===== config.mk =====
export PLATFORM = sky130hd
export DESIGN_NAME = register_byte_taint_tracker_core
export DESIGN_NICKNAME = d
export VERILOG_FILES = /design/src/design/rbtt_pkg.sv /design/src/design/rbtt_regfile.sv /design/src/design/rbtt_alu.sv /design/src/design/register_byte_taint_tracker_core.sv
export VERILOG_INCLUDE_DIRS = /design/src /design/src/design
export SDC_FILE = /design/constraint.sdc
export NUM_CORES = 1
export LEC_CHECK = 0
export BUFFER_PORTS_ARGS = -buffer_cell sky130_fd_sc_hd__buf_2
export CAP_MARGIN = 30
export CORE_AREA = 2 2 296 298
export CTS_CLUSTER_SIZE = 12
export DETAILED_ROUTE_END_ITERATION = 8
export DIE_AREA = 0 0 298 300
export MAX_ROUTING_LAYER = met4
export PLACE_DENSITY_LB_ADDON = 0.05
export SKIP_CTS_REPAIR_TIMING = 1
export SLEW_MARGIN = 20
export SYNTH_ARGS = -nofsm -noshare
export SYNTH_HDL_FRONTEND = slang
export SYNTH_SLANG_ARGS = --single-unit

===== constraint.sdc =====
create_clock -name clk_i -period 12.2 [get_ports clk_i]
set_input_delay 1.83 -clock clk_i [delete_from_list [all_inputs] [get_ports clk_i]]
set_output_delay 1.83 -clock clk_i [all_outputs]
set_load 0.05 [all_outputs]

===== src/design/register_byte_taint_tracker_core_defines.svh =====
// ----------------------------------------------------------------------------
// register_byte_taint_tracker_core_defines.svh
// Assertion helper macros for the taint tracker core RTL
// ----------------------------------------------------------------------------
`ifndef REGISTER_BYTE_TAINT_TRACKER_CORE_DEFINES_SVH
`define REGISTER_BYTE_TAINT_TRACKER_CORE_DEFINES_SVH

// same-cycle implication, checked out of reset
`define RBTT_ASSERT_IMP(label, clk, rst_n, ante, cons) \
  label: assert property (@(posedge clk) disable iff (!rst_n) (ante) |-> (cons)) \
    else $error("rbtt same-cycle check failed");

// next-cycle implication, checked out of reset
`define RBTT_ASSERT_NXT(label, clk, rst_n, ante, cons) \
  label: assert property (@(posedge clk) disable iff (!rst_n) (ante) |=> (cons)) \
    else $error("rbtt next-cycle check failed");

`endif


===== src/design/rbtt_pkg.sv =====
// ----------------------------------------------------------------------------
// rbtt_pkg
// Shared types and constants of the register byte taint tracker
// ----------------------------------------------------------------------------
package rbtt_pkg;

  // fixed field widths
  localparam int unsigned LANES_MAX   = 8;
  localparam int unsigned REG_IDX_W   = 5;
  localparam int unsigned IP_W        = 64;

  // default sizing
  localparam int unsigned DEF_REGISTER_COUNT     = 16;
  localparam int unsigned DEF_BYTES_PER_REGISTER = 8;

  // lanes cleared by a self-zeroing sub/xor
  localparam logic [LANES_MAX-1:0] ZERO_LANES = 8'h0F;

  // operation codes
  typedef enum logic [2:0] {
    OP_SET   = 3'd0,
    OP_CLEAR = 3'd1,
    OP_QUERY = 3'd2,
    OP_MOVE  = 3'd3,
    OP_ARITH = 3'd4,
    OP_LOAD  = 3'd5
  } rbtt_op_e;

  // one decoded transaction
  typedef struct packed {
    rbtt_op_e               op;
    logic [REG_IDX_W-1:0]   dst;
    logic [REG_IDX_W-1:0]   src;
    logic [REG_IDX_W-1:0]   src2;
    logic                   dst_ok;
    logic                   src_ok;
    logic                   src2_ok;
    logic                   same_regs;
    logic [LANES_MAX-1:0]   dst_sel;
    logic [LANES_MAX-1:0]   src_sel;
    logic [IP_W-1:0]        ip;
    logic                   mem;
    logic                   zeroing;
  } rbtt_item_t;

  // operands read from the shadow register file
  typedef struct packed {
    logic [LANES_MAX-1:0]   lanes_d;
    logic [LANES_MAX-1:0]   lanes_s;
    logic [LANES_MAX-1:0]   lanes_s2;
    logic [IP_W-1:0]        origin_d;
  } rbtt_rd_t;

  // write request into the shadow register file
  typedef struct packed {
    logic                   we;
    logic                   org_we;
    logic [REG_IDX_W-1:0]   addr;
    logic [LANES_MAX-1:0]   lanes;
    logic [IP_W-1:0]        origin;
  } rbtt_wr_t;

  // result fields
  typedef struct packed {
    logic                   tainted;
    logic [IP_W-1:0]        last_ip;
    logic                   ignored;
  } rbtt_res_t;

endpackage


===== src/design/rbtt_regfile.sv =====
// ----------------------------------------------------------------------------
// rbtt_regfile
// Shadow taint storage: per-lane taint bits and origin address per register,
// registered reads with write forwarding
// ----------------------------------------------------------------------------
module rbtt_regfile #(
  parameter int unsigned REGISTER_COUNT     = rbtt_pkg::DEF_REGISTER_COUNT,
  parameter int unsigned BYTES_PER_REGISTER = rbtt_pkg::DEF_BYTES_PER_REGISTER
) (
  input  logic                clk_i,
  input  logic                rst_ni,
  input  logic                rd_en_i,
  input  rbtt_pkg::rbtt_item_t rd_item_i,
  input  rbtt_pkg::rbtt_wr_t  wr_i,
  output rbtt_pkg::rbtt_rd_t  rd_o
);
  import rbtt_pkg::*;

  localparam int unsigned IDX_W = (REGISTER_COUNT > 1) ? $clog2(REGISTER_COUNT) : 1;

  // two copies of the lane store give three read ports
  logic [BYTES_PER_REGISTER-1:0] lanes_a_mem [REGISTER_COUNT];
  logic [BYTES_PER_REGISTER-1:0] lanes_b_mem [REGISTER_COUNT];
  logic [IP_W-1:0]               origin_mem  [REGISTER_COUNT];

  logic [REGISTER_COUNT-1:0] lane_vld_q;
  logic [REGISTER_COUNT-1:0] org_vld_q;

  logic [IDX_W-1:0] w_idx;
  logic [IDX_W-1:0] d_idx;
  logic [IDX_W-1:0] s_idx;
  logic [IDX_W-1:0] s2_idx;
  logic             fwd_d;
  logic             fwd_s;
  logic             fwd_s2;
  logic             fwd_org;
  rbtt_rd_t         rd_q;

  assign w_idx  = wr_i.addr[IDX_W-1:0];
  assign d_idx  = rd_item_i.dst[IDX_W-1:0];
  assign s_idx  = rd_item_i.src[IDX_W-1:0];
  assign s2_idx = rd_item_i.src2[IDX_W-1:0];

  // a write in this cycle supersedes the stored entry
  assign fwd_d   = wr_i.we && (wr_i.addr == rd_item_i.dst);
  assign fwd_s   = wr_i.we && (wr_i.addr == rd_item_i.src);
  assign fwd_s2  = wr_i.we && (wr_i.addr == rd_item_i.src2);
  assign fwd_org = wr_i.org_we && (wr_i.addr == rd_item_i.dst);

  // entry valid bits, an unwritten entry reads as zero
  always_ff @(posedge clk_i or negedge rst_ni) begin
    if (!rst_ni) begin
      lane_vld_q <= '0;
      org_vld_q  <= '0;
    end else begin
      if (wr_i.we) begin
        lane_vld_q[w_idx] <= 1'b1;
      end
      if (wr_i.org_we) begin
        org_vld_q[w_idx] <= 1'b1;
      end
    end
  end

  // storage write port
  always_ff @(posedge clk_i) begin
    if (wr_i.we) begin
      lanes_a_mem[w_idx] <= wr_i.lanes[BYTES_PER_REGISTER-1:0];
      lanes_b_mem[w_idx] <= wr_i.lanes[BYTES_PER_REGISTER-1:0];
    end
    if (wr_i.org_we) begin
      origin_mem[w_idx] <= wr_i.origin;
    end
  end

  // registered read ports, loaded when a transaction enters
  always_ff @(posedge clk_i) begin
    if (rd_en_i) begin
      if (!rd_item_i.dst_ok) begin
        rd_q.lanes_d <= '0;
      end else if (fwd_d) begin
        rd_q.lanes_d <= wr_i.lanes;
      end else if (!lane_vld_q[d_idx]) begin
        rd_q.lanes_d <= '0;
      end else begin
        rd_q.lanes_d <= LANES_MAX'(lanes_a_mem[d_idx]);
      end

      if (!rd_item_i.src_ok) begin
        rd_q.lanes_s <= '0;
      end else if (fwd_s) begin
        rd_q.lanes_s <= wr_i.lanes;
      end else if (!lane_vld_q[s_idx]) begin
        rd_q.lanes_s <= '0;
      end else begin
        rd_q.lanes_s <= LANES_MAX'(lanes_a_mem[s_idx]);
      end

      if (!rd_item_i.src2_ok) begin
        rd_q.lanes_s2 <= '0;
      end else if (fwd_s2) begin
        rd_q.lanes_s2 <= wr_i.lanes;
      end else if (!lane_vld_q[s2_idx]) begin
        rd_q.lanes_s2 <= '0;
      end else begin
        rd_q.lanes_s2 <= LANES_MAX'(lanes_b_mem[s2_idx]);
      end

      if (!rd_item_i.dst_ok) begin
        rd_q.origin_d <= '0;
      end else if (fwd_org) begin
        rd_q.origin_d <= wr_i.origin;
      end else if (!org_vld_q[d_idx]) begin
        rd_q.origin_d <= '0;
      end else begin
        rd_q.origin_d <= origin_mem[d_idx];
      end
    end
  end

  assign rd_o = rd_q;

endmodule


===== src/design/rbtt_alu.sv =====
// ----------------------------------------------------------------------------
// rbtt_alu
// Taint propagation logic: computes the register write and the result fields
// of one transaction from its operands
// ----------------------------------------------------------------------------
module rbtt_alu #(
  parameter int unsigned BYTES_PER_REGISTER = rbtt_pkg::DEF_BYTES_PER_REGISTER
) (
  input  rbtt_pkg::rbtt_item_t item_i,
  input  rbtt_pkg::rbtt_rd_t   rd_i,
  output rbtt_pkg::rbtt_wr_t   wr_o,
  output rbtt_pkg::rbtt_res_t  res_o
);
  import rbtt_pkg::*;

  localparam int unsigned BPR = BYTES_PER_REGISTER;

  logic [BPR-1:0] dm;
  logic [BPR-1:0] sm;
  logic [BPR-1:0] zl;
  logic [BPR-1:0] cur_d;
  logic [BPR-1:0] cur_s;
  logic [BPR-1:0] cur_s2;
  logic [BPR-1:0] new_lanes;
  logic           defined;
  logic           uses_src;
  logic           ignored;
  logic           act;
  logic           we;
  logic           org_we;
  logic           tainted;

  // lanes beyond the register width drop out here
  assign dm     = item_i.dst_sel[BPR-1:0];
  assign sm     = item_i.src_sel[BPR-1:0];
  assign zl     = ZERO_LANES[BPR-1:0];
  assign cur_d  = rd_i.lanes_d[BPR-1:0];
  assign cur_s  = rd_i.lanes_s[BPR-1:0];
  assign cur_s2 = rd_i.lanes_s2[BPR-1:0];

  // range checks
  always_comb begin
    defined  = 1'b0;
    uses_src = 1'b0;
    unique case (item_i.op)
      OP_SET, OP_CLEAR, OP_QUERY, OP_LOAD: defined = 1'b1;
      OP_MOVE, OP_ARITH: begin
        defined  = 1'b1;
        uses_src = 1'b1;
      end
      default: defined = 1'b0;
    endcase
  end

  assign ignored = defined && (!item_i.dst_ok || (uses_src && !item_i.src_ok));
  assign act     = defined && !ignored;

  // lane update per operation
  always_comb begin
    new_lanes = cur_d;
    we        = 1'b0;
    org_we    = 1'b0;
    tainted   = 1'b0;
    unique case (item_i.op)
      OP_SET: begin
        new_lanes = cur_d | dm;
        we        = 1'b1;
        org_we    = 1'b1;
      end
      OP_CLEAR: begin
        new_lanes = cur_d & ~dm;
        we        = 1'b1;
      end
      OP_QUERY: begin
        tainted = |(cur_d & dm);
      end
      OP_MOVE: begin
        new_lanes = (cur_d & ~dm) | (cur_s & sm & dm);
        we        = 1'b1;
      end
      OP_ARITH: begin
        we = 1'b1;
        priority if (item_i.zeroing && item_i.same_regs) begin
          new_lanes = cur_d & ~zl;
        end else if (item_i.src2_ok) begin
          new_lanes = cur_s | cur_s2;
        end else begin
          new_lanes = cur_s;
        end
      end
      OP_LOAD: begin
        new_lanes = item_i.mem ? (cur_d | dm) : (cur_d & ~dm);
        we        = 1'b1;
      end
      default: begin
        new_lanes = cur_d;
      end
    endcase
  end

  assign wr_o.we     = act && we;
  assign wr_o.org_we = act && org_we;
  assign wr_o.addr   = item_i.dst;
  assign wr_o.lanes  = LANES_MAX'(new_lanes);
  assign wr_o.origin = item_i.ip;

  assign res_o.tainted = act && tainted;
  assign res_o.last_ip = (act && (item_i.op == OP_QUERY)) ? rd_i.origin_d : '0;
  assign res_o.ignored = ignored;

endmodule


===== src/design/register_byte_taint_tracker_core.sv =====
// ----------------------------------------------------------------------------
// register_byte_taint_tracker_core
// Per-byte register taint shadow for dynamic information flow tracking
// ----------------------------------------------------------------------------
// Usage:
//   Input channel (in_valid_i / in_stall_o) carries one taint operation per
//   transaction: set, clear, query, masked move, arithmetic merge or memory
//   load. Output channel (out_valid_o / out_stall_i) returns exactly one
//   result transaction per input: query flag, recorded origin address and
//   the out-of-range flag.
//   Pipeline: operands are read into the operand stage when a transaction is
//   accepted, and the result register loads when that stage advances to the
//   output.
//   Throughput: one transaction per cycle unless the receiver stalls; the register
//   file reads operands on entry and forwards the write of the transaction ahead,
//   so back-to-back dependent operations need no bubble.
//   Reset: all taint bits and origin addresses read as zero, both stages
//   empty.
//   Stall: a stalled result holds its register; the operand stage holds its
//   transaction and in_stall_o rises only when both stages are full and the
//   receiver stalls.
// ----------------------------------------------------------------------------
`include "register_byte_taint_tracker_core_defines.svh"

module register_byte_taint_tracker_core #(
  parameter int unsigned REGISTER_COUNT     = rbtt_pkg::DEF_REGISTER_COUNT,
  parameter int unsigned BYTES_PER_REGISTER = rbtt_pkg::DEF_BYTES_PER_REGISTER
) (
  input  logic        clk_i,
  input  logic        rst_ni,
  // input channel
  input  logic        in_valid_i,
  output logic        in_stall_o,
  input  logic [2:0]  operation_i,
  input  logic [4:0]  dst_reg_i,
  input  logic [4:0]  src_reg_i,
  input  logic [4:0]  second_src_reg_i,
  input  logic [7:0]  dst_mask_i,
  input  logic [7:0]  src_mask_i,
  input  logic [63:0] source_ip_i,
  input  logic        mem_tainted_i,
  input  logic        zeroing_op_i,
  // output channel
  output logic        out_valid_o,
  input  logic        out_stall_i,
  output logic        tainted_o,
  output logic [63:0] last_taint_ip_o,
  output logic        ignored_o
);
  import rbtt_pkg::*;

  localparam int unsigned CMP_W = REG_IDX_W + 1;

  rbtt_item_t item_d;
  rbtt_item_t item_q;
  logic       s1_valid_q;
  logic       out_valid_q;
  logic       tainted_q;
  logic [IP_W-1:0] last_ip_q;
  logic       ignored_q;
  logic       accept;
  logic       advance;
  rbtt_rd_t   rd;
  rbtt_wr_t   alu_wr;
  rbtt_wr_t   rf_wr;
  rbtt_res_t  alu_res;

  // decode the incoming transaction
  always_comb begin
    item_d.op        = rbtt_op_e'(operation_i);
    item_d.dst       = dst_reg_i;
    item_d.src       = src_reg_i;
    item_d.src2      = second_src_reg_i;
    item_d.dst_ok    = {1'b0, dst_reg_i} < CMP_W'(REGISTER_COUNT);
    item_d.src_ok    = {1'b0, src_reg_i} < CMP_W'(REGISTER_COUNT);
    item_d.src2_ok   = {1'b0, second_src_reg_i} < CMP_W'(REGISTER_COUNT);
    item_d.same_regs = (dst_reg_i == src_reg_i) && (src_reg_i == second_src_reg_i);
    item_d.dst_sel   = dst_mask_i;
    item_d.src_sel   = src_mask_i;
    item_d.ip        = source_ip_i;
    item_d.mem       = mem_tainted_i;
    item_d.zeroing   = zeroing_op_i;
  end

  // handshake
  assign advance    = s1_valid_q && (!out_valid_q || !out_stall_i);
  assign in_stall_o = s1_valid_q && !advance;
  assign accept     = in_valid_i && !in_stall_o;

  // operand stage control
  always_ff @(posedge clk_i or negedge rst_ni) begin
    if (!rst_ni) begin
      s1_valid_q <= 1'b0;
    end else if (accept) begin
      s1_valid_q <= 1'b1;
    end else if (advance) begin
      s1_valid_q <= 1'b0;
    end
  end

  // operand stage payload
  always_ff @(posedge clk_i) begin
    if (accept) begin
      item_q <= item_d;
    end
  end

  // shadow register file
  always_comb begin
    rf_wr        = alu_wr;
    rf_wr.we     = advance && alu_wr.we;
    rf_wr.org_we = advance && alu_wr.org_we;
  end

  rbtt_regfile #(
    .REGISTER_COUNT    (REGISTER_COUNT),
    .BYTES_PER_REGISTER(BYTES_PER_REGISTER)
  ) u_regfile (
    .clk_i    (clk_i),
    .rst_ni   (rst_ni),
    .rd_en_i  (accept),
    .rd_item_i(item_d),
    .wr_i     (rf_wr),
    .rd_o     (rd)
  );

  // taint propagation
  rbtt_alu #(
    .BYTES_PER_REGISTER(BYTES_PER_REGISTER)
  ) u_alu (
    .item_i(item_q),
    .rd_i  (rd),
    .wr_o  (alu_wr),
    .res_o (alu_res)
  );

  // result register control
  always_ff @(posedge clk_i or negedge rst_ni) begin
    if (!rst_ni) begin
      out_valid_q <= 1'b0;
    end else if (advance) begin
      out_valid_q <= 1'b1;
    end else if (!out_stall_i) begin
      out_valid_q <= 1'b0;
    end
  end

  // result register payload
  always_ff @(posedge clk_i) begin
    if (advance) begin
      tainted_q <= alu_res.tainted;
      last_ip_q <= alu_res.last_ip;
      ignored_q <= alu_res.ignored;
    end
  end

  assign out_valid_o     = out_valid_q;
  assign tainted_o       = tainted_q;
  assign last_taint_ip_o = last_ip_q;
  assign ignored_o       = ignored_q;

  // checks
  `RBTT_ASSERT_IMP(a_stall_only_when_full, clk_i, rst_ni, in_stall_o,
                   s1_valid_q && out_valid_q && out_stall_i)
  `RBTT_ASSERT_NXT(a_advance_fills_out, clk_i, rst_ni, advance, out_valid_q)
  `RBTT_ASSERT_IMP(a_query_no_write, clk_i, rst_ni, s1_valid_q && (item_q.op == OP_QUERY),
                   !alu_wr.we && !alu_wr.org_we)
  `RBTT_ASSERT_NXT(a_ignored_clean, clk_i, rst_ni, advance && alu_res.ignored,
                   !tainted_o && (last_taint_ip_o == '0))

endmodule


# Word-level counts from Yosys, hierarchy flattened
# Memories as Yosys holds them, arrays and structs flattened.
# Index checks and enable logic that the tools add are counted.
# op_classes
magnitude_cmp	8
n_eq_ne	11
mux	35
bitwise	10
reduce_logical	34
# ops
operator	count
$mux 64	2
$mux 8	9
$pmux 8 s5	1
$and 8x8->8	4
$or 16x16->16	2
$eq 5x5->1	5
$or 8x8->8	3
$lt 4x5->1 const B	4
$logic_and 1x1->1	19
$mux 1	18
$bmux 1 s4	4
$lt 5x5->1 const B	3
$not 8->8	1
$reduce_or 8->1	1
$logic_not 1->1	7
$eq 3x2->1 const B	2
$eq 3x3->1 const B	2
$reduce_or 6->1	1
$reduce_or 5->1	1
$demux 1 s4	1
$ge 4x1->1 const B	1
$eq 3x1->1 const B	1
$logic_not 3->1	1
$logic_or 1x1->1	2
other kinds (3)	3
# totals
reg_bits	282
ramBits	1280
input_bits	104
out_inout_bits	68
elab_cells	123
mem_count	3
# mem_list
memory	depth	width	rd	rd_ports_with_merged_regs	write_ports	line	rtl
u_regfile.origin_mem	16	64	1	0	1	rbtt_regfile.sv:24	logic [IP_W-1:0] origin_mem [REGISTER_COUNT];
u_regfile.lanes_a_mem	16	8	2	0	1	rbtt_regfile.sv:22	logic [BYTES_PER_REGISTER-1:0] lanes_a_mem [REGISTER_COUNT];
u_regfile.lanes_b_mem	16	8	1	0	1	rbtt_regfile.sv:23	logic [BYTES_PER_REGISTER-1:0] lanes_b_mem [REGISTER_COUNT];

# Depth between registers and ports, before layout
# depth
ltp_word	12
mapped_depth	10
mapped_depth_nobuf	5

# By module
# Synthesis repeated with hierarchy kept, for this count alone.
# unflattened
cells_unflattened	2972
hier_area_um2	58150.8
# by_module_without_submodules
mod	n_inst	cells_each	area_each_um2	seq_area_each_um2
rbtt_regfile	1	2530	51260.4	38036.5
register_byte_taint_tracker_core	1	197	5297.6	5154.9
rbtt_alu	1	245	1592.8	0.0

# Worst setup path after synthesis
# OpenSTA, ideal clock, no wires.
# synth_timing
kind	input to register
startpoint	in out_stall_i
endpoint	reg u_regfile.org_vld_q[12]
setup_time_ps	92
t_arrival_ps	7442
t_required_ps	12108
setup_slack_ps	4666
stages	5
n_path_buf	0
cell_sequence	a21bo_2 > nor4_1 > nand3_1 > nor3_1 > or2_2
# synth_via
elab_chain_cells	4
# synth_rtl
item	line	rtl
from (decl)	register_byte_taint_tracker_core.sv:45	input logic out_stall_i,
$logic_not 1->1	-	
$logic_or 1x1->1	register_byte_taint_tracker_core.sv:86	assign advance = s1_valid_q && (!out_valid_q || !out_stall_i);
$logic_and 1x1->1	register_byte_taint_tracker_core.sv:86	
$logic_and 1x1->1	register_byte_taint_tracker_core.sv:112	rf_wr.org_we = advance && alu_wr.org_we;
to (signal assigned)	rbtt_regfile.sv:54	org_vld_q <= '0;
to (signal, indexed assignment)	rbtt_regfile.sv:60	org_vld_q[w_idx] <= 1'b1;
to (decl)	rbtt_regfile.sv:27	logic [REGISTER_COUNT-1:0] org_vld_q;
# Every way passes these cells.
# A chain may end at the register's enable or synchronous reset.

# Worst setup path in the final report
# layout_timing
startpoint	in dst_reg_i[0]
endpoint	reg u_regfile.rd_q, in the netlist u_regfile.rd_o[53], data pin
# layout_via
elab_chain_cells	4
word_cells_on_any_way	8
cone_classes	1 x order compare; 1 x eq/ne; 4 x mux; 1 x reduce/logical; 1 x memory
# layout_rtl
item	line	rtl
from (decl)	register_byte_taint_tracker_core.sv:35	input logic [4:0] dst_reg_i,
$bmux 1 s4	rbtt_regfile.sv:113	end else if (!org_vld_q[d_idx]) begin
$mux 1 (not written as such)	rbtt_regfile.sv:113	
$mux 64	rbtt_regfile.sv:113	
$mux 64	rbtt_regfile.sv:111	end else if (fwd_org) begin
to (decl)	rbtt_regfile.sv:37	rbtt_rd_t rd_q;
# Parallel ways exist; a longest one is shown, timed or not. The select of a mux whose other input is x is not followed.

==> results.md <==
- Vias after detailed routing: 30.8k
- WL final: 136000 um
- Skew-Pair Late Insertion Delay: 0.75 ns
- Total global-route track usage: 32.0%
- Routed len/inst: 30.9 um
- Final Hold Viols: 0
- Starting Density: 66.5%
- Crit. End Element: flip-flop
- Ant. Diodes: 0
- Clock Tree Buf Depth: 3
- Skew final: 0.0222 ns
- Crit share post-route: 41.2%
- Crit Path Category: input port to flip-flop
- Mapped Cells: 2945
- Hold slack final: 0.464 ns
- Post-synthesis cell type count: 55
- Most frequent cell on the critical path: mux4_2
- Total Neg Setup Slack: 0 ns
- Pin count of the biggest net entering global routing: 137
- RSZ-0062 raised after global routing: false
- CTS tree: yes
- DRC Markers: 0
- Most frequent cells in the layout: edfxtp_1, mux2i_1, mux4_2
- PortBufs: 171
- CP arrival: 5.52 ns
- Worst path bufs/invs: 3
- Num Clock Sinks: 1434
- Hold crit path type: flip-flop to flip-flop
- Syn_nets: 3049
- Delay-heaviest family, CP: buffers and inverters
- Status: finished, final reports clean
- Vias in the first global route: 31.0k
- Core box area: 86200 um^2
- Share of cells above drive strength 1: 22.7%
- Final Slew Violations: 0
- Maxcap violations: 0
- Detail Route Antenna Nets: 0
- Seq/Total Area, Yosys: 74.8%
- Mapped Avg Cell Area: 19.5 um^2
- Worst Max-Slew Pin Slew: 1.11 ns
- Detailed Place HPWL: 70400 um
- Post-synth EDFFs: 1400
- Slowest cell delay on critical path: 0.78 ns
- Ys flop type: edfxtp_1
- Crit path cell chain: buf_8 > buf_12 > mux4_2 > mux4_2 > o311a_4 > buf_4 > a22o_1
- Initial DRC Count: 3840
- Die Y: 300 um
- P&R area growth vs syn: 12.0%
- Slowest-stage cell, CP: buf_12
- GP Congestion: 0.885
- Gr ovfl total: 0
- Full die area: 89400 um^2
- H-tree depth: 4
- Minimum clock period: 5.03 ns
- Slew HR: 26.3%
- First-pass iteration count of the detailed router: 5
- Post-Synthesis Cell Area: 57400 um^2
- Endpoints failing setup: 0
- WP data required: 12.69 ns
- Yosys warns: 0
- Peak supply drop: 142 uV
- Async set-reset flop share out of synthesis: 2.37%
- Layout Nets: 3275
- Die X: 298 um
- Leakage: 0.0217 uW
- Startpoint Class: input port
- Crit Path Max Fanout: 136
- First-pass GRT wire length: 201000 um
- Pwr dens: 160 nW/um^2
- Seq cells post-synth: 1434
- Initial antenna violation count: 4
- CTS clk-pin slew, worst paths: 0.06 ns
- TritonCTS buffer count: 147
- Fmax: 199 MHz
- IO Count: 172
- Commonest non-fill, non-tap cell in the layout: edfxtp_1
- CTS Root Cell: clkbuf_16
- Via-per-instance ratio: 6.96
- Row cnt: 108
worst reg2reg max path, delay by kind of cell, from the launching register on:
family,cells,cell delay [ns]
DFF,1,0.70
and+or+nand+nor,4,1.86
buffers and inverters,2,1.38
registers in the layout (all words and copies together), names as in the netlist:
name,cells
out_valid_o,1
item_q,94
last_taint_ip_o,64
u_regfile.rd_o,88
u_regfile.origin_mem,1024
tainted_o,1
s1_valid_q,1
ignored_o,1
u_regfile.lanes_b_mem,128
u_regfile.lane_vld_q,16
u_regfile.org_vld_q,16
where the power goes:
part           internal (uW)  switching, uW  total [uW]
Combinational            232            384         617
Clock                   2300           1770        4080
Sequential              5520           96.1        5610
Total                   8050           2250       10300
layout make-up:
type                    count  area [um^2]
well taps                1155         1450
flip-flops and latches   1434        42900
inverters                  25         96.3
repair buffers            258         1810
multi-input cells        1305        13700
fillers                  5006        22000
clock inverters            40          248
clock buffers             200         4040
synth_stat cells (8+ instances only):
cell | count | share of area (%)
edfxtp_1 | 1400 | 73
mux2i_1 | 294 | 5.1
mux4_2 | 248 | 9.7
a221oi_1 | 115 | 1.8
clkbuf_1 | 88 | 0.58
o21ai_0 | 83 | 0.72
and2_1 | 68 | 0.74
a22o_1 | 66 | 1.0
nand2_1 | 63 | 0.41
a22oi_1 | 58 | 0.76
buf_2 | 56 | 0.49
nor3_1 | 51 | 0.45
nor2_1 | 47 | 0.31
a21oi_1 | 45 | 0.39
dfrtp_1 | 34 | 1.5
inv_1 | 24 | 0.16
or2_2 | 22 | 0.24
buf_1 | 20 | 0.13
a221o_1 | 15 | 0.26
o22ai_1 | 15 | 0.16
o21bai_1 | 12 | 0.16
nand2b_1 | 11 | 0.12
nand3_1 | 11 | 0.096
buf_4 | 9 | 0.12
buf_6 | 8 | 0.16
xor2_1 | 8 | 0.12
kinds of logic (layout without fill, tap and decap cells):
kind of cell,Yosys count,in the layout,synth area share (%)
mux,542,542,14.9
compound gates,452,452,5.84
flops,1434,1434,74.8
buf+inv,206,523,1.63
xor+xnor,15,15,0.229
simple gates,296,296,2.64
final timing paths:
check / from / cells past startpoint / slack, ns / to
max in group asynchronous: rst_ni / 1 / 10.54 / u_regfile.org_vld_q[8]$_DFFE_PN0N_
worst min register to register: u_regfile.org_vld_q[10]$_DFFE_PN0N_ / 1 / 0.46 / u_regfile.org_vld_q[10]$_DFFE_PN0N_
worst max-delay path: dst_reg_i[0] / 7 / 7.17 / u_regfile.rd_o[53]$_SDFFCE_PP0P_
min in group asynchronous: rst_ni / 1 / 1.16 / out_valid_o$_DFFE_PN0P_
worst min-delay path: u_regfile.org_vld_q[10]$_DFFE_PN0N_ / 1 / 0.46 / u_regfile.org_vld_q[10]$_DFFE_PN0N_
worst max register to register: item_q[101]$_DFFE_PP_ / 6 / 7.87 / u_regfile.origin_mem[12][7]$_DFFE_PP_
metal layers:
layer,wire length [um],share of wire [%],track usage (%),up-vias
met5,0,0,-,-
met4,3620,2.7,10.6,0
met3,13200,9.7,5.11,294
met2,66200,48,49.2,1817
met1,53500,39,45.0,15900
li1,-,-,-,12700
metrics by stage:
step           power, uW  worst slack (ns)  instances  util, %  instance area, um^2
6_report           10300              7.17       4417     74.5                64200
5_1_grt            10600              7.01       4417     74.5                64200
4_1_cts            10300              7.08       4411     74.4                64100
3_5_place_dp        6320              6.29       4171     69.4                59800
3_3_place_gp        6300              6.37       4154     69.0                59500
2_1_floorplan       6110              4.67       2945        -                57400
Note: power is estimated with default switching activity, not from simulation.
